<file path="src/sv/pixel_subtract_threshold_integrate_core_macros.svh">
// Assertion macros shared by the pixel pipeline modules.
// With SYNTH defined every macro expands to nothing.
`ifndef PIXEL_SUBTRACT_THRESHOLD_INTEGRATE_CORE_MACROS_SVH
`define PIXEL_SUBTRACT_THRESHOLD_INTEGRATE_CORE_MACROS_SVH
`ifndef SYNTH
// The condition must never be true at a clock edge outside reset.
`define PSTI_ASSERT_NEVER(label, clk, rst, cond) \
  label: assert property (@(posedge clk) disable iff (rst) !(cond)) \
    else $error("forbidden condition seen");
// The consequent must hold in the same cycle as the antecedent.
`define PSTI_ASSERT_IMPLY(label, clk, rst, ante, cons) \
  label: assert property (@(posedge clk) disable iff (rst) (ante) |-> (cons)) \
    else $error("same-cycle implication failed");
// The consequent must hold in the cycle after the antecedent.
`define PSTI_ASSERT_NEXT(label, clk, rst, ante, cons) \
  label: assert property (@(posedge clk) disable iff (rst) (ante) |=> (cons)) \
    else $error("next-cycle implication failed");
`else
`define PSTI_ASSERT_NEVER(label, clk, rst, cond)
`define PSTI_ASSERT_IMPLY(label, clk, rst, ante, cons)
`define PSTI_ASSERT_NEXT(label, clk, rst, ante, cons)
`endif
`endif

</file>
<file path="src/sv/psti_pkg.sv">
package psti_pkg;

  localparam int FRAME_PIXELS = 307200;
  localparam int COUNT_BITS   = 16;

  localparam int POS_W = (FRAME_PIXELS > 1) ? $clog2(FRAME_PIXELS) : 1;
  localparam int ACC_W = 8 + COUNT_BITS;

  localparam logic [POS_W-1:0]      LAST_POS  = POS_W'(FRAME_PIXELS - 1);
  localparam logic [COUNT_BITS-1:0] COUNT_MAX = '1;
  localparam logic [7:0]            PIX_MAX   = 8'd255;

  // Queue between the front and the back, and the result queue.
  localparam int QUEUE_DEPTH = 4;
  localparam int QPTR_W      = $clog2(QUEUE_DEPTH);
  localparam int OUT_DEPTH   = 2;
  localparam int OPTR_W      = $clog2(OUT_DEPTH);

  // Item function codes.
  localparam logic [1:0] FUNC_LOAD_REF = 2'd0;
  localparam logic [1:0] FUNC_PROCESS  = 2'd1;
  localparam logic [1:0] FUNC_RESTART  = 2'd2;

  // Configuration register indexes.
  localparam int CFG_ADDR_W = 3;
  localparam int CFG_DATA_W = 8;
  localparam logic [CFG_ADDR_W-1:0] REG_SUBTRACT_ENABLE  = 3'd0;
  localparam logic [CFG_ADDR_W-1:0] REG_THRESHOLD_ENABLE = 3'd1;
  localparam logic [CFG_ADDR_W-1:0] REG_INVERT_ENABLE    = 3'd2;
  localparam logic [CFG_ADDR_W-1:0] REG_INTEGRATE_ENABLE = 3'd3;
  localparam logic [CFG_ADDR_W-1:0] REG_THRESHOLD_LEVEL  = 3'd4;

  typedef struct packed {
    logic       subtract;
    logic       threshold;
    logic       invert;
    logic       integrate;
    logic [7:0] level;
  } cfg_t;

  // One queued work item: a reference load or a pixel to process.
  typedef struct packed {
    logic                  is_load;
    logic [7:0]            pixel;
    logic                  last;
    logic [POS_W-1:0]      pos;
    logic                  first;
    logic                  sat;
    logic [COUNT_BITS-1:0] divisor;
  } work_t;

  typedef struct packed {
    logic                  need_div;
    logic [ACC_W-1:0]      dividend;
    logic [COUNT_BITS-1:0] divisor;
    logic [7:0]            pixel;
    logic                  last;
  } div_item_t;

  typedef struct packed {
    logic [7:0] pixel;
    logic       last;
  } result_t;

endpackage

</file>
<file path="src/sv/psti_queue.sv">
`include "pixel_subtract_threshold_integrate_core_macros.svh"

module psti_queue (
  input  logic             clk,
  input  logic             rst,
  input  logic             wr_en,
  input  psti_pkg::work_t  wr_data,
  output logic             full,
  input  logic             rd_en,
  output logic             rd_valid,
  output psti_pkg::work_t  rd_data
);
  import psti_pkg::*;

  work_t               mem [QUEUE_DEPTH];
  logic [QPTR_W-1:0]   wptr, rptr;
  logic [QPTR_W:0]     cnt;

  assign full     = (cnt == (QPTR_W + 1)'(QUEUE_DEPTH));
  assign rd_valid = (cnt != '0);
  assign rd_data  = mem[rptr];

  always_ff @(posedge clk) begin
    if (wr_en) begin
      mem[wptr] <= wr_data;
    end
  end

  always_ff @(posedge clk) begin
    if (rst) begin
      wptr <= '0;
      rptr <= '0;
      cnt  <= '0;
    end else begin
      if (wr_en) begin
        wptr <= wptr + 1'b1;
      end
      if (rd_en) begin
        rptr <= rptr + 1'b1;
      end
      cnt <= cnt + (QPTR_W + 1)'(wr_en) - (QPTR_W + 1)'(rd_en);
    end
  end

  `PSTI_ASSERT_NEVER(a_no_overflow, clk, rst, wr_en && full)

endmodule

</file>
<file path="config.mk">
export PLATFORM = sky130hd
export DESIGN_NAME = psti_queue
export DESIGN_NICKNAME = d
export VERILOG_FILES = /design/src/sv/psti_pkg.sv /design/src/sv/psti_queue.sv
export VERILOG_INCLUDE_DIRS = /design/src /design/src/sv
export SDC_FILE = /design/constraint.sdc
export NUM_CORES = 1
export LEC_CHECK = 0
export BUFFER_PORTS_ARGS = -buffer_cell sky130_fd_sc_hd__clkbuf_2
export CORE_UTILIZATION = 57
export DETAILED_ROUTE_END_ITERATION = 10
export GPL_TIMING_DRIVEN = 0
export PLACE_DENSITY = 0.76
export SYNTH_ARGS = -nofsm -noshare
export SYNTH_HDL_FRONTEND = slang
export SYNTH_SLANG_ARGS = --single-unit
</file>
<file path="constraint.sdc">
create_clock -name clk -period 2.55 [get_ports clk]
set_input_delay 0.51 -clock clk [delete_from_list [all_inputs] [get_ports clk]]
set_output_delay 0.51 -clock clk [all_outputs]
set_load 0.02 [all_outputs]
</file>
==> Flow_metrics.wiki, run 1 <==
{| class="wikitable"
! Metric !! Value
|-
| Worst slew margin relative to its limit || 0.5964
|-
| Worst clock skew on the final layout || 0.003873 ns
|-
| Placed cells || 558
|-
| HPWL after detailed placement || 7357 µm
|-
| Switching share of total power || 0.2212
|-
| Setup slack of the critical path after layout || 0.1638 ns
|-
| Number of nets at the end of the flow || 467
|-
| Share of flip-flops with an asynchronous set or reset after synthesis || 0
|-
| Synth Area per Inst || 25.25 µm²
|-
| Gp weighted congestion || 0.6796
|-
| Share of the yosys chip area belonging to registers || 0.8039
|-
| Final standard cell area without fillers || 8586 µm²
|-
| Actual transition at the worst max-transition pin || 0.6053 ns
|-
| Post-route fraction of the period consumed by the critical path || 0.9358
|-
| Total inserted antenna cells || 0
|-
| Dominant register cell in the synthesized netlist || edfxtp_1
|-
| Total count of hold-check failures in the final report || 0
|-
| Share of the synthesized area in the top cell type || 0.7790
|-
| Filler-free cell count of the finished design || 590
|-
| Outcome || finished clean
|-
| Largest stage delay, worst path || 0.37 ns
|-
| Clock network fraction of total power || 0.350
|-
| Number of buffers inserted during clock tree synthesis || 17
|-
| Vias in the first global route || 3503
|-
| Initial Util || 0.5934
|-
| Power density normalized to cell area || 823.0 nW/µm²
|-
| Internal power consumption || 5.503 mW
|-
| Most common cell on crit path || buf_2
|-
| Count of boundary I/O pins || 100
|-
| Number of flops mapped to enable cells by yosys || 188
|-
| Kind of cell adding the most delay to the critical path || buffers and inverters
|-
| Leading area contributor after synthesis || edfxtp_1
|-
| Number of remaining DRC errors || 0
|-
| Most frequent cells after synthesis || 188 x edfxtp_1, 47 x mux4_2, 9 x dfxtp_1
|-
| Number of vias per cell after detailed routing || 5.532
|-
| Cells taking the most area after synthesis || edfxtp_1 78%, mux4_2 15%, dfxtp_1 2.5%, ha_1 1.0%, buf_12 0.83%
|-
| Total routing usage reported by global routing || 0.1997
|-
| Number of nets with antenna violations after routing || 0
|-
| Area of the die || 13170 µm²
|-
| Most common cell in the netlist || edfxtp_1
|-
| Global-route wire length before repair || 18340 µm
|-
| Worst Setup Path Type || reg -> out
|-
| Count of state elements after synthesis || 197
|-
| Period minus WS final || 2.386 ns
|-
| Reg power frac || 0.532
|-
| Total buffers and inverters traversed by the critical path || 3
|-
| Largest net degree at the start of global routing || 29
|-
| Number of warnings printed during yosys synthesis || 0
|-
| Share of the core filled with cells || 0.7031
|-
| Endpoints failing setup || 0
|-
| Core box area || 12210 µm²
|-
| Cell area after placement || 8038 µm²
|-
| Netlist cell types || 22
|-
| Clk sinks || 197
|-
| Number of filler cells placed in the layout || 804
|-
| Die boundary width || 114.8 µm
|-
| Setup repair after global routing missed its margin || false
|-
| Cell type of the slowest stage on the worst timing path || mux4_2
|-
| Number of I/O port buffers || 99
|-
| CTS tree || built
|-
| Final slew viol count || 0
|-
| Arrival time of the worst setup path || 1.88 ns
|-
| DR pass1 iterations || 4
|-
| Number of instances resized during post-cts repair || 0
|-
| Cell area after synthesis || 7247 µm²
|-
| Vias post-DR || 3264
|-
| Worst IR Drop VDD || 0.4873 mV
|-
| Static leakage || 2.960 nW
|-
| DR iter-0 viols || 169
|-
| FP Rows || 40
|-
| Combinational Power Share || 0.118
|-
| Clock-pin slew reported for the worst setup and hold paths after clock tree synthesis || 0.06 ns
|-
| Insertion delay to the later sink of the worst-skew pair || 0.42 ns
|-
| Highest Clock Rate || 419.1 MHz
|-
| CTS H-tree depth || 4
|-
| Sum of routed wire length over all layers || 11880 µm
|-
| Req. time, crit path || 2.04 ns
|-
| Hold Path Class || in -> reg
|-
| Clock Root Buffer || clkbuf_16
|-
| Hold-fix buffers, CTS || 0
|-
| Launching element type of the critical path || register
|-
| Count of buffers added by post-CTS timing repair for setup || 0
|-
| Worst Hold Margin || 0.3051 ns
|-
| Maximum Capacitance Violations || 0
|-
| Reported net switching power || 1.563 mW
|-
| Initial antenna violation count || 0
|-
| Detailed-route wire length per cell || 20.13 µm
|-
| Die H || 114.8 µm
|-
| Worst setup slack before clock tree synthesis || 0.4625 ns
|-
| Number of instances in the synthesized netlist || 287
|-
| Worst Setup End Kind || output port
|-
| Signed area change from the synthesized netlist to the final layout || 18.47%
|-
| CTS max path bufs || 2
|-
| Ratio of cells with drive above 1 in the final layout || 0.4431
|-
| Syn Nets || 345
|-
| Worst Path Max Fanout || 10
|-
| Congestion Overflow GR || 0
|-
| Worst-path cell chain || buf_2 -> buf_2 -> mux4_2 -> clkbuf_2
|}
per-layer routing:
metal	part of all wire	vias up	GRT usage
met5	0	-	0
met4	0.017	0	0.09177
met3	0.054	20	0.05430
met2	0.53	98	0.3329
met1	0.40	1690	0.2481
li1	-	1456	-
state kept, by name (all words and copies together) (netlist names), named ones only:
| signal | cells |
|---|---|
| mem | 188 |
| rptr | 2 |
| wptr | 2 |
| cnt | 3 |
cell usage in the layout (no fill, tap or decap), drive strengths merged, types with 2 or more instances in the layout:
cell type / instances
clkbuf: 120
nor2b: 2
edfxtp: 188
inv: 7
dfxtp: 9
mux4: 47
nor2: 5
and2: 4
xnor2: 2
buf: 13
clkinvlp: 2
ha: 6
clkinv: 7
bufinv: 2
path summary, 6_finish.rpt:
check | start | end | slack, ns | depth (start not counted)
max | register | rd_data[32] | 0.16 | 4
min reg2reg | wptr[1] | wptr[1] | 0.56 | 2
max reg2reg | cnt[0] | cnt[2] | 0.74 | 7
min | wr_data[38] | mem[3][38] | 0.31 | 1
cells by family (layout without fill, tap and decap cells):
logic type | after synthesis | after routing | share of synthesized area
adder cells (fa/ha/maj) | 7 | 7 | 0.01312
flip-flops | 197 | 197 | 0.8039
buffers and inverters | 16 | 151 | 0.01727
AO/OA/AOI/OAI | 2 | 2 | 0.002071
XOR/XNOR | 3 | 3 | 0.005698
AND/OR/NAND/NOR | 14 | 14 | 0.01053
multiplexers | 48 | 48 | 0.1474
per-stage QoR:
step / power [mW] / setup TNS (ns)
global route: 7.298 / 0
finish: 7.066 / 0
detailed placement: 4.675 / 0
floorplan: 4.373 / 0
CTS: 7.123 / 0
global placement: 4.632 / -98.77
worst register-to-register path, delay by kind of cell (launching register included):
family,cells,cell delay (ns)
xor+xnor,1,0.38
fa+ha+maj,3,0.85
buf+inv,2,0.10
flops,1,0.32
simple gates,1,0.04
layout make-up:
| cell class | count | area (µm²) | share of cell area |
|---|---|---|---|
| flip-flops and latches | 197 | 5826 | 0.6785 |
| multi-input cells | 74 | 1301 | 0.1516 |
| repair buffers | 103 | 575.6 | 0.06704 |
| clock buffers | 20 | 436.7 | 0.05086 |
| well taps | 168 | 210.2 | 0.02448 |
| clock inverters | 12 | 111.4 | 0.01297 |
| plain buffers | 10 | 102.6 | 0.01195 |
| inverters | 6 | 22.52 | 0.002623 |
power by group through the flow:
stage                     clock [mW]  sequential, mW  combinational (mW)
final                           2.47            3.76               0.831
after CTS                       2.51            3.76               0.848
after global placement             0            3.83               0.803
after global routing            2.63            3.77               0.893
after floorplan                    0            3.82               0.552
after detailed placement           0            3.83               0.843
(Power assumes the default switching activity.)
==> run 2: changes to the inputs <==
--- a/config.mk
+++ b/config.mk
@@ -7,10 +7,11 @@
 export NUM_CORES = 1
 export LEC_CHECK = 0
 export BUFFER_PORTS_ARGS = -buffer_cell sky130_fd_sc_hd__clkbuf_2
-export CORE_UTILIZATION = 57
+export CORE_UTILIZATION = 51
 export DETAILED_ROUTE_END_ITERATION = 10
 export GPL_TIMING_DRIVEN = 0
-export PLACE_DENSITY = 0.76
+export PLACE_DENSITY = 0.72
+export RECOVER_POWER = 50
 export SYNTH_ARGS = -nofsm -noshare
 export SYNTH_HDL_FRONTEND = slang
 export SYNTH_SLANG_ARGS = --single-unit
==> constraint.sdc (replaced) <==
create_clock -name clk -period 2.1 [get_ports clk]
set_input_delay 0.42 -clock clk [delete_from_list [all_inputs] [get_ports clk]]
set_output_delay 0.42 -clock clk [all_outputs]
set_load 0.02 [all_outputs]
==> run 2 against run 1 <==
The flow now finishes with violations (negative setup slack). Combinational power grew 26%. Non-clock buffer count grew 8. Wire length grew 1.2%. Critical path depth is the same. Cell area grew 1.5%. Setup slack lost 0.26 ns. Critical path type unchanged. Highest routed layer unchanged. Via count grew 0.55%. Flip-flop and latch count is the same. Die area grew 12%. Worst hold slack lost 0.050 ns. Clock skew grew 0.0038 ns.
==> Flow_metrics.wiki, run 2 (synthesis gave the netlist of run 1 again) <==
{| class="wikitable"
! Metric !! Value
|-
| Met3 track utilization from global routing || 0.04981
|-
| Die H || 121.2 µm
|-
| FP Rows || 43
|-
| Total inserted antenna cells || 0
|-
| Largest net degree at the start of global routing || 32
|-
| Ratio of cells with drive above 1 in the final layout || 0.3636
|-
| Count of boundary I/O pins || 100
|-
| Setup repair after global routing missed its margin || true
|-
| Die boundary width || 121.2 µm
|-
| Depth of the worst hold-timing path || 1
|-
| DR pass1 iterations || 4
|-
| Period minus WS final || 2.200 ns
|-
| Initial Util || 0.5221
|-
| Congestion Overflow GR || 0
|-
| Filler-free cell count of the finished design || 609
|-
| Worst Hold Margin || 0.2549 ns
|-
| Number of vias per cell after detailed routing || 5.389
|-
| Actual transition at the worst max-transition pin || 0.6306 ns
|-
| Final standard cell area without fillers || 8713 µm²
|-
| Hold Path Class || in -> reg
|-
| Number of flip-flops under the largest register name || 188
|-
| Highest Clock Rate || 454.5 MHz
|-
| Top Registers || mem x188, cnt x3
|-
| Clk sinks || 197
|-
| Core box area || 13880 µm²
|-
| Leading cell type in the layout, fill and taps excluded || edfxtp_1
|-
| Number of nets with antenna violations after routing || 0
|-
| Vias post-DR || 3282
|-
| Initial antenna violation count || 0
|-
| Static leakage || 2.893 nW
|-
| Critical path capture point || rd_data[16]
|-
| CTS tree || built
|-
| Outcome || finished with violations
|-
| Number of filler cells placed in the layout || 985
|-
| Area of the die || 14690 µm²
|-
| Total count of hold-check failures in the final report || 0
|-
| Failing checks || negative setup slack
|-
| Arrival time of the worst setup path || 1.78 ns
|-
| Gp weighted congestion || 0.6694
|-
| Register with the highest flop count || mem
|-
| Worst Setup End Kind || output port
|-
| Detailed-route wire length per cell || 19.73 µm
|-
| HPWL after detailed placement || 7395 µm
|-
| Signed area change from the synthesized netlist to the final layout || 20.23%
|-
| Met1 routing resource usage after global routing || 0.2203
|-
| Start point of the worst min-delay path || wr_data[26]
|-
| Launching element type of the critical path || register
|-
| Maximum Capacitance Violations || 0
|-
| Final slew viol count || 0
|-
| CTS max path bufs || 2
|-
| Worst setup slack before clock tree synthesis || 0.1329 ns
|-
| Cell area after placement || 8053 µm²
|-
| Clock-pin slew reported for the worst setup and hold paths after clock tree synthesis || 0.07 ns
|-
| Routing usage on met2 || 0.2964
|-
| Worst Path Max Fanout || 11
|-
| R2R setup slack || 0.36 ns
|-
| Total routing usage reported by global routing || 0.1784
|-
| Sum of routed wire length over all layers || 12020 µm
|-
| Endpoints failing setup || 47
|-
| Placed cells || 570
|-
| R2R cell count || 7
|-
| Worst clock skew on the final layout || 0.007720 ns
|-
| Hold-fix buffers, CTS || 0
|-
| Number of remaining DRC errors || 0
|-
| Vias in the first global route || 3457
|-
| Number of buffers inserted during clock tree synthesis || 17
|-
| Clock Root Buffer || clkbuf_16
|-
| Worst slew margin relative to its limit || 0.5796
|-
| Insertion delay to the later sink of the worst-skew pair || 0.42 ns
|-
| Setup slack of the critical path after layout || -0.1002 ns
|-
| Worst Setup Path Type || reg -> out
|-
| Global-route wire length before repair || 18480 µm
|-
| Top library cells by usage in the layout, fill and taps aside || 188 x edfxtp_1, 48 x clkbuf_1, 47 x mux4_2
|-
| Reg2Reg Capture Point || cnt[2]
|-
| Top Usage Layer GRT || met2
|-
| Startpoint of the worst register-to-register path || cnt[0]
|-
| Number of I/O port buffers || 99
|-
| Worst IR Drop VDD || 0.5127 mV
|-
| Post-route fraction of the period consumed by the critical path || 1.048
|-
| Power density normalized to cell area || 998.3 nW/µm²
|-
| Req. time, crit path || 1.68 ns
|-
| DR iter-0 viols || 272
|-
| CTS H-tree depth || 4
|-
| Number of nets at the end of the flow || 475
|}
-- run 2: cell count changes in the layout (fill, tap and decap cells not counted), sizes merged --
cell / delta
buf: +33
clkbuf: -27
clkinv: -1
clkinvlp: +2
-- run 2: layout make-up --
class                   instances  area (µm²)  area share
repair buffers                111       650.6     0.07467
plain buffers                  10       122.6     0.01407
clock buffers                  18       429.2     0.04925
multi-input cells              74        1301      0.1493
clock inverters                13       135.1     0.01551
inverters                       6       22.52    0.002585
well taps                     180       225.2     0.02585
flip-flops and latches        197        5827      0.6687
-- run 2: where the power goes --
part / internal, mW / switching [mW]
Combinational: 0.482 / 0.571
Sequential: 4.51 / 0.0540
Clock: 1.74 / 1.34
Total: 6.74 / 1.96
-- run 2: metrics by stage --
stage / setup TNS [ns] / util / power [mW]
2_1_floorplan: 0 / - / 5.310
3_3_place_gp: -171.82 / 0.5740 / 5.626
3_5_place_dp: 0 / 0.5801 / 5.672
4_1_cts: -4.417 / 0.6246 / 8.745
5_1_grt: -6.113 / 0.6277 / 8.983
6_report: -3.223 / 0.6277 / 8.698
-- run 2: critical path: stages, from the launching register on --
cell and delay [ns]:
dfxtp_2 0.35, buf_12 0.17, clkbuf_16 0.17, mux4_2 0.49, buf_2 0.17
-- run 2: metal layers --
metal	up-vias	share of wire
met2	74	0.52
met1	1719	0.42
met5	-	0
met3	14	0.047
met4	0	0.014
li1	1475	-
-- run 2: worst min-delay path by stage --
stage | end | slack (ns)
finish | mem[3][26] | 0.25
global route | mem[3][26] | 0.25
CTS | mem[2][7] | 0.19
detailed placement | rptr[1] | 0.54
global placement | rptr[1] | 0.52
floorplan | cnt[0] | 0.49
-- run 2: repair_timing --
| action | CTS | global route |
|---|---|---|
| gates cloned | 0 | 3 |
| buffers inserted | 3 | 2 |
| pin swaps | 0 | 0 |
| resized for setup | 10 | 32 |
| setup endpoints to repair | 47 | 45 |
