<file path="src/sv/pixel_subtract_threshold_integrate_core_macros.svh">
// Assertion macros shared by the pixel pipeline modules.
// With SYNTH defined every macro expands to nothing.
`ifndef PIXEL_SUBTRACT_THRESHOLD_INTEGRATE_CORE_MACROS_SVH
`define PIXEL_SUBTRACT_THRESHOLD_INTEGRATE_CORE_MACROS_SVH
`ifndef SYNTH
// The condition must never be true at a clock edge outside reset.
`define PSTI_ASSERT_NEVER(label, clk, rst, cond) \
  label: assert property (@(posedge clk) disable iff (rst) !(cond)) \
    else $error("forbidden condition seen");
// The consequent must hold in the same cycle as the antecedent.
`define PSTI_ASSERT_IMPLY(label, clk, rst, ante, cons) \
  label: assert property (@(posedge clk) disable iff (rst) (ante) |-> (cons)) \
    else $error("same-cycle implication failed");
// The consequent must hold in the cycle after the antecedent.
`define PSTI_ASSERT_NEXT(label, clk, rst, ante, cons) \
  label: assert property (@(posedge clk) disable iff (rst) (ante) |=> (cons)) \
    else $error("next-cycle implication failed");
`else
`define PSTI_ASSERT_NEVER(label, clk, rst, cond)
`define PSTI_ASSERT_IMPLY(label, clk, rst, ante, cons)
`define PSTI_ASSERT_NEXT(label, clk, rst, ante, cons)
`endif
`endif

</file>
<file path="src/sv/psti_pkg.sv">
package psti_pkg;

  localparam int FRAME_PIXELS = 307200;
  localparam int COUNT_BITS   = 16;

  localparam int POS_W = (FRAME_PIXELS > 1) ? $clog2(FRAME_PIXELS) : 1;
  localparam int ACC_W = 8 + COUNT_BITS;

  localparam logic [POS_W-1:0]      LAST_POS  = POS_W'(FRAME_PIXELS - 1);
  localparam logic [COUNT_BITS-1:0] COUNT_MAX = '1;
  localparam logic [7:0]            PIX_MAX   = 8'd255;

  // Queue between the front and the back, and the result queue.
  localparam int QUEUE_DEPTH = 4;
  localparam int QPTR_W      = $clog2(QUEUE_DEPTH);
  localparam int OUT_DEPTH   = 2;
  localparam int OPTR_W      = $clog2(OUT_DEPTH);

  // Item function codes.
  localparam logic [1:0] FUNC_LOAD_REF = 2'd0;
  localparam logic [1:0] FUNC_PROCESS  = 2'd1;
  localparam logic [1:0] FUNC_RESTART  = 2'd2;

  // Configuration register indexes.
  localparam int CFG_ADDR_W = 3;
  localparam int CFG_DATA_W = 8;
  localparam logic [CFG_ADDR_W-1:0] REG_SUBTRACT_ENABLE  = 3'd0;
  localparam logic [CFG_ADDR_W-1:0] REG_THRESHOLD_ENABLE = 3'd1;
  localparam logic [CFG_ADDR_W-1:0] REG_INVERT_ENABLE    = 3'd2;
  localparam logic [CFG_ADDR_W-1:0] REG_INTEGRATE_ENABLE = 3'd3;
  localparam logic [CFG_ADDR_W-1:0] REG_THRESHOLD_LEVEL  = 3'd4;

  typedef struct packed {
    logic       subtract;
    logic       threshold;
    logic       invert;
    logic       integrate;
    logic [7:0] level;
  } cfg_t;

  // One queued work item: a reference load or a pixel to process.
  typedef struct packed {
    logic                  is_load;
    logic [7:0]            pixel;
    logic                  last;
    logic [POS_W-1:0]      pos;
    logic                  first;
    logic                  sat;
    logic [COUNT_BITS-1:0] divisor;
  } work_t;

  typedef struct packed {
    logic                  need_div;
    logic [ACC_W-1:0]      dividend;
    logic [COUNT_BITS-1:0] divisor;
    logic [7:0]            pixel;
    logic                  last;
  } div_item_t;

  typedef struct packed {
    logic [7:0] pixel;
    logic       last;
  } result_t;

endpackage

</file>
<file path="src/sv/psti_front.sv">
`include "pixel_subtract_threshold_integrate_core_macros.svh"

module psti_front (
  input  logic             clk,
  input  logic             rst,
  input  psti_pkg::cfg_t   cfg,
  input  logic             accept,
  input  logic [1:0]       func,
  input  logic [7:0]       pixel,
  input  logic             frame_end,
  output logic             q_wr,
  output psti_pkg::work_t  q_data
);
  import psti_pkg::*;

  logic [POS_W-1:0]      pos, pos_next;
  logic [COUNT_BITS-1:0] frames_done, frames_done_next;
  logic [POS_W-1:0]      pos_adv;
  logic                  is_sat;

  always_comb begin
    is_sat  = (frames_done == COUNT_MAX);
    pos_adv = (frame_end || pos == LAST_POS) ? '0 : pos + 1'b1;

    q_data.is_load = (func == FUNC_LOAD_REF);
    q_data.pixel   = pixel;
    q_data.last    = frame_end;
    q_data.pos     = pos;
    q_data.first   = (frames_done == '0);
    q_data.sat     = is_sat;
    q_data.divisor = is_sat ? COUNT_MAX : frames_done + 1'b1;

    q_wr             = 1'b0;
    pos_next         = pos;
    frames_done_next = frames_done;
    if (accept) begin
      unique case (func)
        FUNC_LOAD_REF: begin
          q_wr     = 1'b1;
          pos_next = pos_adv;
        end
        FUNC_PROCESS: begin
          q_wr     = 1'b1;
          pos_next = pos_adv;
          if (cfg.integrate && frame_end && !is_sat) begin
            frames_done_next = frames_done + 1'b1;
          end
        end
        FUNC_RESTART: begin
          pos_next         = '0;
          frames_done_next = '0;
        end
        default: begin
          pos_next = pos;
        end
      endcase
    end
  end

  always_ff @(posedge clk) begin
    if (rst) begin
      pos         <= '0;
      frames_done <= '0;
    end else begin
      pos         <= pos_next;
      frames_done <= frames_done_next;
    end
  end

  `PSTI_ASSERT_NEVER(a_pos_in_frame, clk, rst, 32'(pos) >= FRAME_PIXELS)
  `PSTI_ASSERT_NEXT(a_restart_clears, clk, rst, accept && func == FUNC_RESTART, pos == '0 && frames_done == '0)

endmodule

</file>
<file path="config.mk">
export PLATFORM = sky130hd
export DESIGN_NAME = psti_front
export DESIGN_NICKNAME = d
export VERILOG_FILES = /design/src/sv/psti_pkg.sv /design/src/sv/psti_front.sv
export VERILOG_INCLUDE_DIRS = /design/src /design/src/sv
export SDC_FILE = /design/constraint.sdc
export NUM_CORES = 1
export LEC_CHECK = 0
export ABC_AREA = 1
export BUFFER_PORTS_ARGS = -buffer_cell sky130_fd_sc_hd__buf_2
export CAP_MARGIN = 0
export CORE_ASPECT_RATIO = 0.6
export CORE_UTILIZATION = 55
export DETAILED_ROUTE_END_ITERATION = 7
export PLACE_DENSITY = 0.83
export SYNTH_ARGS = -nofsm -noshare
export SYNTH_HDL_FRONTEND = slang
export SYNTH_SLANG_ARGS = --single-unit
</file>
<file path="constraint.sdc">
create_clock -name clk -period 4.05 [get_ports clk]
set_input_delay 0.6075 -clock clk [delete_from_list [all_inputs] [get_ports clk]]
set_output_delay 0.6075 -clock clk [all_outputs]
set_load 0.03 [all_outputs]
</file>
==> results by group, run 1 <==
Critical path
  – CP cell instances: ha_1, nand2_2, nor2_2, nand4_1, o21ai_0, buf_2
  – Worst-path maximum fanout: 7
  – CP required: 3.44 ns
  – WS Path Type: reg2out
  – Worst setup EP type: output pin
  – Buf/Inv on CP: 1
  – Worst path top cell family by delay: simple AND/OR/NAND/NOR gates
  – CP max-delay cell: dfxtp_1
  – Worst EP arrival: between 2 and 2.5 ns
  – Crit path launch type: register
  – Critical Path Max Stage Delay: approximately 0.4 ns

Floorplanning
  – Die Footprint: 4889 um2
  – FP Rows: 18
  – Core box area: 4257 um2
  – IO Pins: 74
  – Starting Density: approximately three fifths
  – Die Y: 54.56 um
  – Die X: ~90 um

STA
  – Final setup viols: 0
  – Final Hold Viols: 0
  – Clock skew: ~0.0062 ns
  – Least-Margin Pin Slew: around 0.76 ns
  – Final worst slack: between 1 and 1.5 ns
  – RSZ-0062 raised after global routing: false
  – Crit share post-route: 68.30%
  – Achievable Freq: between 0.3 and 0.4 GHz
  – Sum Neg Setup Slack: 0 ns
  – Slew Limit Headroom: around half
  – Final Critical Period: between 2 and 3 ns
  – Max-slew violation count: 0

Route
  – WL/cell: approximately 13 um
  – Post-DRT Antenna Nets: 0
  – # DRC: 0
  – DRT iter0 DRCs: 347
  – Vias per cell: between 5 and 6
  – TritonRoute pass-1 iters: 6
  – Final wirelength: 6560 um
  – Vias: between 2000 and 3000

Run
  – Maxcap violations: 0

Yosys
  – Yosys reg bits: 35
  – Post-synth EDFFs: 0
  – Ys flop type: dfxtp_1
  – Post-Syn Instances: 398
  – Post-Syn Area: 2532 um2
  – Leading area contributor after synthesis: dfxtp_1
  – Post-synth net total: roughly 430
  – Async set-reset flop share out of synthesis: 0%
  – Sequential-to-total area share from yosys stat: 27.67%
  – Syn_area_per_cell: 6.363 um2
  – Yosys top cell area share: between 20% and 30%
  – Main area contributors after synthesis: dfxtp_1 (28%), nand2_1 (15%), nor2_1 (10%)
  – Synth Warn #: 0
  – Yosys cell types: 34

Cells and area
  – Number of fillers in the final layout: about 380
  – Fin cells: between 400 and 500
  – Layout net count: around 460
  – Area of the multi-input gates: 1541 um2
  – Layout cells sized above 1: around 20%
  – Util after Layout: 65.87%
  – Area growth syn-to-layout: 10.72%
  – Layout Cell Area excl Fill: roughly 2800 um2
  – Register area: 700.7 um2
  – Ant. Diodes: 0

CTS
  – Clk_lat worst skew: about 0.30 ns
  – CTS root buffer: clkbuf_8
  – CTS Sinks: 35
  – Post-CTS Resized: 0
  – Setup Buffers After CTS: 0
  – CTS clk-pin slew, worst paths: ~0.08 ns
  – TritonCTS clock tree: done
  – CTS Hold Bufs: 0
  – TritonCTS buffer count: 5
  – Max clock buf depth: 2
  – CTS H-tree depth: 2

Global route
  – Initial antenna violation count: 0
  – Largest net degree at the start of global routing: 34
  – Tot GR Track Use: 28.77%
  – First-pass GRT wire length: between 10000 and 15000 um
  – Vias in the first global route: 2141
  – Overflow after GRT: 0

Placed design
  – Port bufs: between 40 and 50
  – Final HPWL DP: approximately 4700 um
  – Post-placement cell count: 483
  – Post-placement setup slack: around 1.3 ns
  – Placed Area: about 2700 um2
  – Final Wtd Congestion: ~0.92

Power and ir drop
  – LEAKAGE: 0.001294 uW
  – Switch share: between 30% and 40%
  – VDD IR max: between 100 and 150 uV
  – Combinational share of power: roughly 16%
  – Internal: 594.9 uW
  – P_sw: roughly 260 uW
  – Clock power frac: around two fifths
  – Pwr dens: slightly above 300 nW/um2
  – Sequential cell fraction of total power: between 40 and 50%

Status
  – Status: complete, no violations

Min path
  – Hold crit path type: reg2reg
through the flow:
stage,total power [uW],hold slack (ns)
5_1_grt,885.5,0.5452
3_3_place_gp,510.4,0.4935
6_report,851.9,0.5137
4_1_cts,847.6,0.5112
2_1_floorplan,499.1,0.4955
3_5_place_dp,513.3,0.4989
state kept, by name, indices dropped and copies added, names as in the netlist:
| register | count |
|---|---|
| frames_done | 16 |
| pos | 19 |
cell usage after synthesis (6+ instances only):
master / n
nand2_1: 99
nand3_1: 40
buf_4: 11
dfxtp_1: 35
nand4_1: 10
xor2_1: 10
nor2_1: 68
inv_1: 36
nor3_1: 6
nand3_2: 8
a21oi_1: 21
or2_2: 9
routing by layer:
metal	track usage (%)	vias to the layer above	wire length (um)
li1	-	1333	-
met1	42.86	1188	3249
met2	39.65	137	2603
met3	8.296	12	644
met4	7.672	0	63
met5	0	-	0
final cells by class:
type                       instances  share of cell area, %
multi-input combinational        305                  54.98
tap                               60                  2.677
clock buffer                       6                  2.945
inverter                          37                  4.953
sequential                        35                  24.99
clock inverter                     2                  1.249
timing repair buffer              46                  8.211
worst min-delay path, cell delays in order (launching register included):
cell,delay [ns]
dfxtp_1,0.34
nand2_1,0.07
a21oi_1,0.05
power groups by stage:
stage / combinational (uW) / clock [uW] / sequential [uW]
finish: 139 / 343 / 370
CTS: 137 / 342 / 369
floorplan: 125 / 0 / 374
global placement: 134 / 0 / 377
global route: 154 / 360 / 372
detailed placement: 137 / 0 / 377
worst paths after layout:
check	startpoint	to	slack (ns)	cells past startpoint
max	frames_done[0]	q_data[2]	1.28	6
min	pos[5]	pos[5]	0.51	2
max reg2reg	pos[0]	pos[13]	2.17	10
min reg2reg	pos[5]	pos[5]	0.51	2
cell usage in the layout (no fill, tap or decap), types with 5 or more instances in the layout:
master | netlist | layout
a21oi_1 | 21 | 21
buf_2 | 4 | 46
clkbuf_8 | 0 | 6
dfxtp_1 | 35 | 35
inv_1 | 36 | 36
nand2_1 | 99 | 99
nand2_2 | 5 | 5
nand3_1 | 40 | 40
nand3_2 | 8 | 8
nand4_1 | 10 | 10
nor2_1 | 68 | 68
nor3_1 | 6 | 6
o21ai_0 | 5 | 5
or2_2 | 9 | 9
xor2_1 | 10 | 10
logic make-up after synthesis:
logic type | after synthesis | synth area share (%)
AND/OR/NAND/NOR | 255 | 47.58
buffers and inverters | 58 | 11.46
AO/OA/AOI/OAI | 35 | 7.657
flip-flops | 35 | 27.67
XOR/XNOR | 12 | 4.150
adder cells (fa/ha/maj) | 3 | 1.482
Note: power is estimated with default switching activity, not from simulation.
==> inputs of run 2 (changes only) <==
--- a/config.mk
+++ b/config.mk
@@ -6,13 +6,13 @@
 export SDC_FILE = /design/constraint.sdc
 export NUM_CORES = 1
 export LEC_CHECK = 0
-export ABC_AREA = 1
+export ABC_AREA = 0
 export BUFFER_PORTS_ARGS = -buffer_cell sky130_fd_sc_hd__buf_2
 export CAP_MARGIN = 0
 export CORE_ASPECT_RATIO = 0.6
-export CORE_UTILIZATION = 55
+export CORE_UTILIZATION = 51
 export DETAILED_ROUTE_END_ITERATION = 7
-export PLACE_DENSITY = 0.83
+export PLACE_DENSITY = 0.79
 export SYNTH_ARGS = -nofsm -noshare
 export SYNTH_HDL_FRONTEND = slang
 export SYNTH_SLANG_ARGS = --single-unit
==> constraint.sdc (replaced) <==
create_clock -name clk -period 2.8 [get_ports clk]
set_input_delay 0.42 -clock clk [delete_from_list [all_inputs] [get_ports clk]]
set_output_delay 0.42 -clock clk [all_outputs]
set_load 0.03 [all_outputs]
==> run 2 against run 1 <==
Effect of this change:
- via count shrank 15%
- global-route usage fell by 3.9 points
- utilization shrank 4.8 points
- register-to-register slack lost 1.5 ns
- first-iteration DRC count fell by 48%
- synthesized cell count fell by 24%
- flip-flop and latch count is the same
- sequential power grew 37%
- combinational power fell by 30%
- area after synthesis decreased by 9.2%
- critical endpoint is now q_data[1]
- highest routed layer unchanged
==> results by group, run 2 <==
STA
  – RSZ-0062 raised after global routing: false (unchanged)
  – Max-slew violation count: 0 (unchanged)
  – Slew Limit Headroom: 19.50% (was 49.42%)
  – Final setup viols: 0 (unchanged)
  – Crit share post-route: a little over nine tenths
  – Achievable Freq: 0.3767 GHz
  – Sum Neg Setup Slack: 0 ns (unchanged)
  – Least-Margin Pin Slew: 1.208 ns (was 0.7579 ns)
  – Final Hold Viols: 0 (unchanged)
  – Final worst slack: 0.1452 ns (was 1.284 ns)
  – Clock skew: 0.006911 ns (was 0.006197 ns)
  – Final Critical Period: between 2 and 3 ns

Critical path
  – Setup crit end: q_data[1] (was q_data[2])
  – FF-to-FF Start: frames_done[0] (was pos[0])
  – Flop2flop setup slack: 0.69 ns (was 2.17 ns)
  – Setup crit start: frames_done[0] (unchanged)
  – Worst path top cell family by delay: simple AND/OR/NAND/NOR gates (unchanged)
  – Buf/Inv on CP: 1 (unchanged)
  – CP Depth: 6 (unchanged)
  – CP required: 2.38 ns (was 3.44 ns)
  – R2r worst-path depth: 7 (was 10)
  – WS Path Type: reg2out (unchanged)
  – Reg-to-reg endpoint: frames_done[3] (was pos[13])
  – Worst EP arrival: 2.23 ns (was 2.16 ns)
  – Worst-path maximum fanout: 18 (was 7)
  – CP cell instances: ha_2, and3_4, and4_4, nand3_4, or2b_1, buf_2 (was ha_1, nand2_2, nor2_2, nand4_1, o21ai_0, buf_2)
  – Crit path launch type: register (unchanged)
  – Worst setup EP type: output pin (unchanged)
  – CP max-delay cell: dfxtp_1 (unchanged)
  – Critical Path Max Stage Delay: 0.46 ns (was 0.41 ns)

Yosys
  – Post-synth top cells: nand2_1 (44), dfxtp_1 (35), nand3_1 (23) (was nand2_1 (99), nor2_1 (68), nand3_1 (40))
  – Most frequent cell after synthesis: nand2_1 (unchanged)
  – Ys flop type: dfxtp_1 (unchanged)
  – Synth Warn #: 0 (unchanged)
  – Post-synth EDFFs: 0 (unchanged)
  – Main area contributors after synthesis: dfxtp_1 (30%), nand2_1 (7.2%), nand3_1 (5.0%) (was dfxtp_1 (28%), nand2_1 (15%), nor2_1 (10%))
  – Leading area contributor after synthesis: dfxtp_1 (unchanged)
  – Yosys top cell area share: 30.47% (was 27.67%)
  – Sequential-to-total area share from yosys stat: 30.47% (was 27.67%)
  – Yosys reg bits: 35 (unchanged)
  – Async set-reset flop share out of synthesis: 0% (unchanged)
  – Post-synth net total: 333 (was 427)
  – Post-Syn Instances: 304 (was 398)
  – Post-Syn Area: 2300 um2 (was 2532 um2)
  – Syn_area_per_cell: 7.565 um2 (was 6.363 um2)
  – Yosys cell types: 53 (was 34)

CTS
  – CTS root buffer: clkbuf_8 (unchanged)
  – TritonCTS clock tree: done (unchanged)
  – TritonCTS buffer count: 5 (unchanged)
  – CTS H-tree depth: 2 (unchanged)
  – CTS Sinks: 35 (unchanged)
  – CTS clk-pin slew, worst paths: 0.08 ns (about the same)
  – Max clock buf depth: 2 (unchanged)
  – CTS Hold Bufs: 0 (unchanged)
  – Clk_lat worst skew: 0.29 ns (was 0.30 ns)

Cells and area
  – Ant. Diodes: 0 (unchanged)
  – Most common cell after layout, fill and taps aside: buf_2 (was nand2_1)
  – Layout cells sized above 1: 20.18% (was 20.19%)
  – Most frequent cells in the layout: buf_2 (46), nand2_1 (44), dfxtp_1 (35), nand3_1 (23), o21ai_0 (19) (was nand2_1 (99), nor2_1 (68), buf_2 (46), nand3_1 (40), inv_1 (36))
  – Fin cells: 392 (was 491)
  – Top flop regs: pos x19, frames_done x16 (unchanged)
  – Top reg by flops: pos (unchanged)
  – Area growth syn-to-layout: 11.81% (was 10.72%)
  – Number of fillers in the final layout: 402 (was 384)
  – Layout net count: 360 (was 459)
  – Largest register FFs: 19 (unchanged)

Route
  – Vias per cell: 5.814 (was 5.438)
  – Final wirelength: 5531 um (was 6560 um)
  – WL/cell: 14.11 um (was 13.36 um)
  – # DRC: 0 (unchanged)
  – Post-DRT Antenna Nets: 0 (unchanged)
  – TritonRoute pass-1 iters: 4 (was 6)
  – Vias: 2279 (was 2670)
  – DRT iter0 DRCs: 182 (was 347)

Status
  – Status: complete, no violations (unchanged)

Global route
  – Overflow after GRT: 0 (unchanged)
  – First-pass GRT wire length: 8949 um (was 10340 um)
  – Initial antenna violation count: 0 (unchanged)
  – Tot GR Track Use: 24.83% (was 28.77%)
  – Largest net degree at the start of global routing: 19 (was 34)
  – Vias in the first global route: 1898 (was 2141)

Min path
  – Hold crit path type: in2reg (was reg2reg)

Power and ir drop
  – Sequential cell fraction of total power: 46.6% (was 43.4%)
  – LEAKAGE: 0.001114 uW (was 0.001294 uW)
  – Combinational share of power: 8.9% (was 16.3%)
  – Pwr dens: 423.0 nW/um2 (was 303.8 nW/um2)
  – Overall Power: 1088 uW (was 851.9 uW)
  – P_sw: 265.4 uW (was 256.9 uW)
  – Clock power frac: 44.5% (was 40.3%)
  – Internal: 822.2 uW (was 594.9 uW)
  – Switch share: 24.40% (was 30.16%)
  – VDD IR max: 218.3 uV (was 140.0 uV)

Floorplanning
  – FP Rows: 18 (unchanged)
  – Core box area: 4212 um2 (was 4257 um2)
  – Die Y: 54.02 um (was 54.56 um)
  – IO Pins: 74 (unchanged)
  – Die X: 88.69 um (was 89.60 um)
  – Starting Density: 54.60% (was 59.49%)
  – Die Footprint: 4791 um2 (was 4889 um2)

Placed design
  – Port bufs: 46 (unchanged)
  – Final Wtd Congestion: 0.8741 (was 0.9196)
  – Post-placement setup slack: 0.4529 ns (was 1.310 ns)
  – Post-placement cell count: 384 (was 483)
  – Final HPWL DP: 4040 um (was 4663 um)

Run
  – Maxcap violations: 0 (unchanged)
==> run 2: cell count changes in the layout (fill, tap and decap cells not counted), sizes merged, moves of 7 or more <==
cell	previous run	this run
nand2	105	44
nor2	73	17
inv	37	10
nand3	49	24
o21ai	8	22
and3	0	9
or2	9	1
xnor2	2	10
a21oi	22	15
==> run 2: power groups by stage <==
| stage | clock network, uW | registers, uW | logic (uW) |
|---|---|---|---|
| after floorplan | 0 | 518 | 90.9 |
| after global placement | 0 | 518 | 94.5 |
| after detailed placement | 0 | 518 | 95.7 |
| after CTS | 485 | 506 | 96.1 |
| after global routing | 508 | 507 | 106 |
| final | 484 | 507 | 96.9 |
==> run 2: layout make-up <==
class,instances,area [um2],share of cell area (%)
Inverter,10,40.04,1.557
Timing Repair Buffer,49,252.7,9.830
Tap cell,60,75.07,2.920
Sequential cell,35,700.7,27.25
Clock inverter,2,35.03,1.363
Clock buffer,6,82.58,3.212
Multi-Input combinational cell,230,1385,53.87
==> run 2: cell families (layout without fill, tap and decap cells) <==
| family | Yosys count | count (layout) | synth area share [%] |
|---|---|---|---|
| adders and majority gates | 3 | 3 | 1.632 |
| xor gates and xnor gates | 15 | 15 | 5.712 |
| buffers and inverters | 39 | 67 | 9.412 |
| muxes | 5 | 5 | 2.176 |
| AOI/OAI and AO/OA | 65 | 65 | 17.47 |
| DFF | 35 | 35 | 30.47 |
| and+or+nand+nor | 142 | 142 | 33.13 |
==> run 2: metal layers <==
metal,global-route usage [%],wire length [um]
met1,38.43,2944
met5,0,0
met2,32.69,2111
met4,7.796,72
met3,5.982,403
==> run 2: what timing repair did <==
item,4_1_cts,5_1_grt
resized for setup,0,1
setup buffers,0,0
setup endpoints to repair,0,1
==> run 2: worst min-delay path by stage <==
stage	startpoint	end	slack (ns)	cells after the start
2_1_floorplan	frames_done[9]	frames_done[9]	0.46	1
3_3_place_gp	pos[17]	pos[17]	0.49	2
3_5_place_dp	frames_done[9]	frames_done[9]	0.51	1
4_1_cts	rst	pos[1]	0.47	2
5_1_grt	rst	pos[1]	0.48	2
6_report	rst	pos[1]	0.47	2
==> run 2: per-stage QoR <==
stage	hold slack (ns)	utilization, %	instance area, um2
6_report	0.4733	61.05	2571
5_1_grt	0.4841	61.05	2571
4_1_cts	0.4676	60.99	2569
3_5_place_dp	0.5059	58.20	2451
3_3_place_gp	0.4878	58.20	2451
2_1_floorplan	0.4601	-	2300
==> inputs of run 3 (changes only) <==
--- a/config.mk
+++ b/config.mk
@@ -9,10 +9,11 @@
 export ABC_AREA = 0
 export BUFFER_PORTS_ARGS = -buffer_cell sky130_fd_sc_hd__buf_2
 export CAP_MARGIN = 0
-export CORE_ASPECT_RATIO = 0.6
-export CORE_UTILIZATION = 51
+export CORE_UTILIZATION = 53
+export CTS_BUF_LIST = sky130_fd_sc_hd__clkbuf_8
 export DETAILED_ROUTE_END_ITERATION = 7
-export PLACE_DENSITY = 0.79
+export PLACE_DENSITY = 0.82
+export SLEW_MARGIN = 30
 export SYNTH_ARGS = -nofsm -noshare
 export SYNTH_HDL_FRONTEND = slang
 export SYNTH_SLANG_ARGS = --single-unit
==> run 3 against run 2 <==
Effect of this change:
- first-iteration DRC count fell by 31%
- die area is 3.8% lower
- sequential power is essentially flat
==> results by group, run 3 (same netlist as run 2, synthesis figures left out) <==
STA
  – RSZ-0062 raised after global routing: false (unchanged)
  – Clock skew: 0.007528 ns (was 0.006911 ns)
  – WHS: 0.4709 ns (was 0.4733 ns)
  – Final Hold Viols: 0 (unchanged)
  – Slew Limit Headroom: 45.46% (was 19.50%)
  – Final Critical Period: 2.650 ns (was 2.655 ns)
  – Max-slew violation count: 0 (unchanged)
  – Sum Neg Setup Slack: 0 ns (unchanged)
  – Achievable Freq: 0.3774 GHz (was 0.3767 GHz)
  – Final setup viols: 0 (unchanged)
  – Crit share post-route: 94.63% (was 94.82%)
  – Least-Margin Pin Slew: 0.8107 ns (was 1.208 ns)

Global route
  – Overflow after GRT: 0 (unchanged)
  – Tot GR Track Use: 23.70% (was 24.83%)
  – Initial antenna violation count: 0 (unchanged)
  – Vias in the first global route: 1832 (was 1898)
  – Largest net degree at the start of global routing: 19 (unchanged)
  – First-pass GRT wire length: 8280 um (was 8949 um)

Cells and area
  – Area of the multi-input gates: 1383 um2 (was 1385 um2)
  – Layout cells sized above 1: 19.88% (was 20.18%)
  – Fin cells: 382 (was 392)
  – Largest register FFs: 19 (unchanged)
  – Most frequent cells in the layout: buf_2 (46), nand2_1 (44), dfxtp_1 (35), nand3_1 (23), o21ai_0 (19) (unchanged)
  – Ant. Diodes: 0 (unchanged)
  – Area growth syn-to-layout: 11.15% (was 11.81%)
  – Layout net count: 360 (unchanged)
  – Top flop regs: pos x19, frames_done x16 (unchanged)
  – Top reg by flops: pos (unchanged)
  – Number of fillers in the final layout: 356 (was 402)
  – Register area: 700.7 um2 (unchanged)
  – Util after Layout: 62.55% (was 61.05%)
  – Most common cell after layout, fill and taps aside: buf_2 (unchanged)

Floorplanning
  – Die Footprint: 4606 um2 (was 4791 um2)
  – FP Rows: 23 (was 18)
  – Starting Density: 56.28% (was 54.60%)
  – Core box area: 4086 um2 (was 4212 um2)
  – Die X: 67.87 um (was 88.69 um)
  – IO Pins: 74 (unchanged)
  – Die Y: 67.87 um (was 54.02 um)

Placed design
  – Final Wtd Congestion: 0.8472 (was 0.8741)
  – Final HPWL DP: 3669 um (was 4040 um)
  – Port bufs: 46 (unchanged)
  – Post-placement cell count: 374 (was 384)

CTS
  – TritonCTS clock tree: done (unchanged)
  – CTS root buffer: clkbuf_8 (unchanged)
  – CTS Hold Bufs: 0 (unchanged)
  – Max clock buf depth: 2 (unchanged)
  – Setup Buffers After CTS: 0 (unchanged)
  – CTS H-tree depth: 2 (unchanged)
  – TritonCTS buffer count: 5 (unchanged)
  – Clk_lat worst skew: 0.29 ns (about the same)
  – CTS Sinks: 35 (unchanged)
  – Post-CTS Resized: 0 (unchanged)
  – CTS clk-pin slew, worst paths: 0.07 ns (was 0.08 ns)

Min path
  – Hold crit path type: in2reg (unchanged)

Route
  – DRT iter0 DRCs: 125 (was 182)
  – Post-DRT Antenna Nets: 0 (unchanged)
  – Vias: 2254 (was 2279)
  – TritonRoute pass-1 iters: 4 (unchanged)
  – # DRC: 0 (unchanged)
  – Final wirelength: 5358 um (was 5531 um)
  – WL/cell: 14.03 um (was 14.11 um)
  – Vias per cell: 5.901 (was 5.814)

Critical path
  – CP max-delay cell: dfxtp_1 (unchanged)
  – Worst setup EP type: output pin (unchanged)
  – Crit path launch type: register (unchanged)
  – WS Path Type: reg2out (unchanged)
  – CP required: 2.38 ns (about the same)
  – Worst-path maximum fanout: 18 (unchanged)
  – Buf/Inv on CP: 1 (unchanged)
  – Critical Path Max Stage Delay: 0.45 ns (was 0.46 ns)
  – Worst path top cell family by delay: simple AND/OR/NAND/NOR gates (unchanged)
  – Worst EP arrival: 2.23 ns (about the same)
  – CP cell instances: ha_1, and3_4, and4_4, nand3_4, or2b_1, buf_2 (was ha_2, and3_4, and4_4, nand3_4, or2b_1, buf_2)

Power and ir drop
  – LEAKAGE: 0.001116 uW (was 0.001114 uW)
  – Pwr dens: 422.9 nW/um2 (was 423.0 nW/um2)
  – Overall Power: 1081 uW (was 1088 uW)
  – VDD IR max: 253.6 uV (was 218.3 uV)

Run
  – Maxcap violations: 0 (unchanged)

Status
  – Status: complete, no violations (unchanged)
run 3: changes by cell type in the layout (fill, tap and decap cells not counted):
cell  delta
ha_1     +1
ha_2     -1
run 3: power by group:
| group | leakage, uW | switching [uW] | internal (uW) |
|---|---|---|---|
| Combinational | 0.000773 | 64.8 | 33.6 |
| Sequential | 0.000282 | 5.31 | 502 |
| Clock | 0.0000612 | 188 | 288 |
| Total | 0.00112 | 258 | 823 |
run 3: stage by stage:
stage               cell area (um2)  worst slack (ns)
floorplan                      2300            0.5460
global placement               2439            0.5111
detailed placement             2439            0.5013
CTS                            2556            0.1631
global route                   2556          0.009270
finish                         2556            0.1504
run 3: final timing paths:
check | slack, ns | start | cells after the start | end
worst max register to register | 0.63 | frames_done[0] | 7 | frames_done[3]
worst max-delay path | 0.15 | frames_done[0] | 6 | q_data[1]
worst min-delay path | 0.47 | rst | 2 | pos[1]
worst min register to register | 0.51 | pos[9] | 2 | pos[9]
run 3: cell type report:
cell class | count | area share [%]
inverter | 10 | 1.566
timing repair buffer | 49 | 9.887
multi-input combinational | 230 | 54.09
clock inverter | 2 | 1.371
sequential | 35 | 27.41
clock buffer | 6 | 3.231
tap | 50 | 2.447
run 3: metal layers:
metal | global-route usage [%] | wire length (um) | part of all wire [%]
met1 | 33.06 | 2542 | 47
met2 | 35.27 | 2386 | 45
met5 | 0 | 0 | 0
met4 | 8.073 | 79 | 1.5
met3 | 6.000 | 348 | 6.5
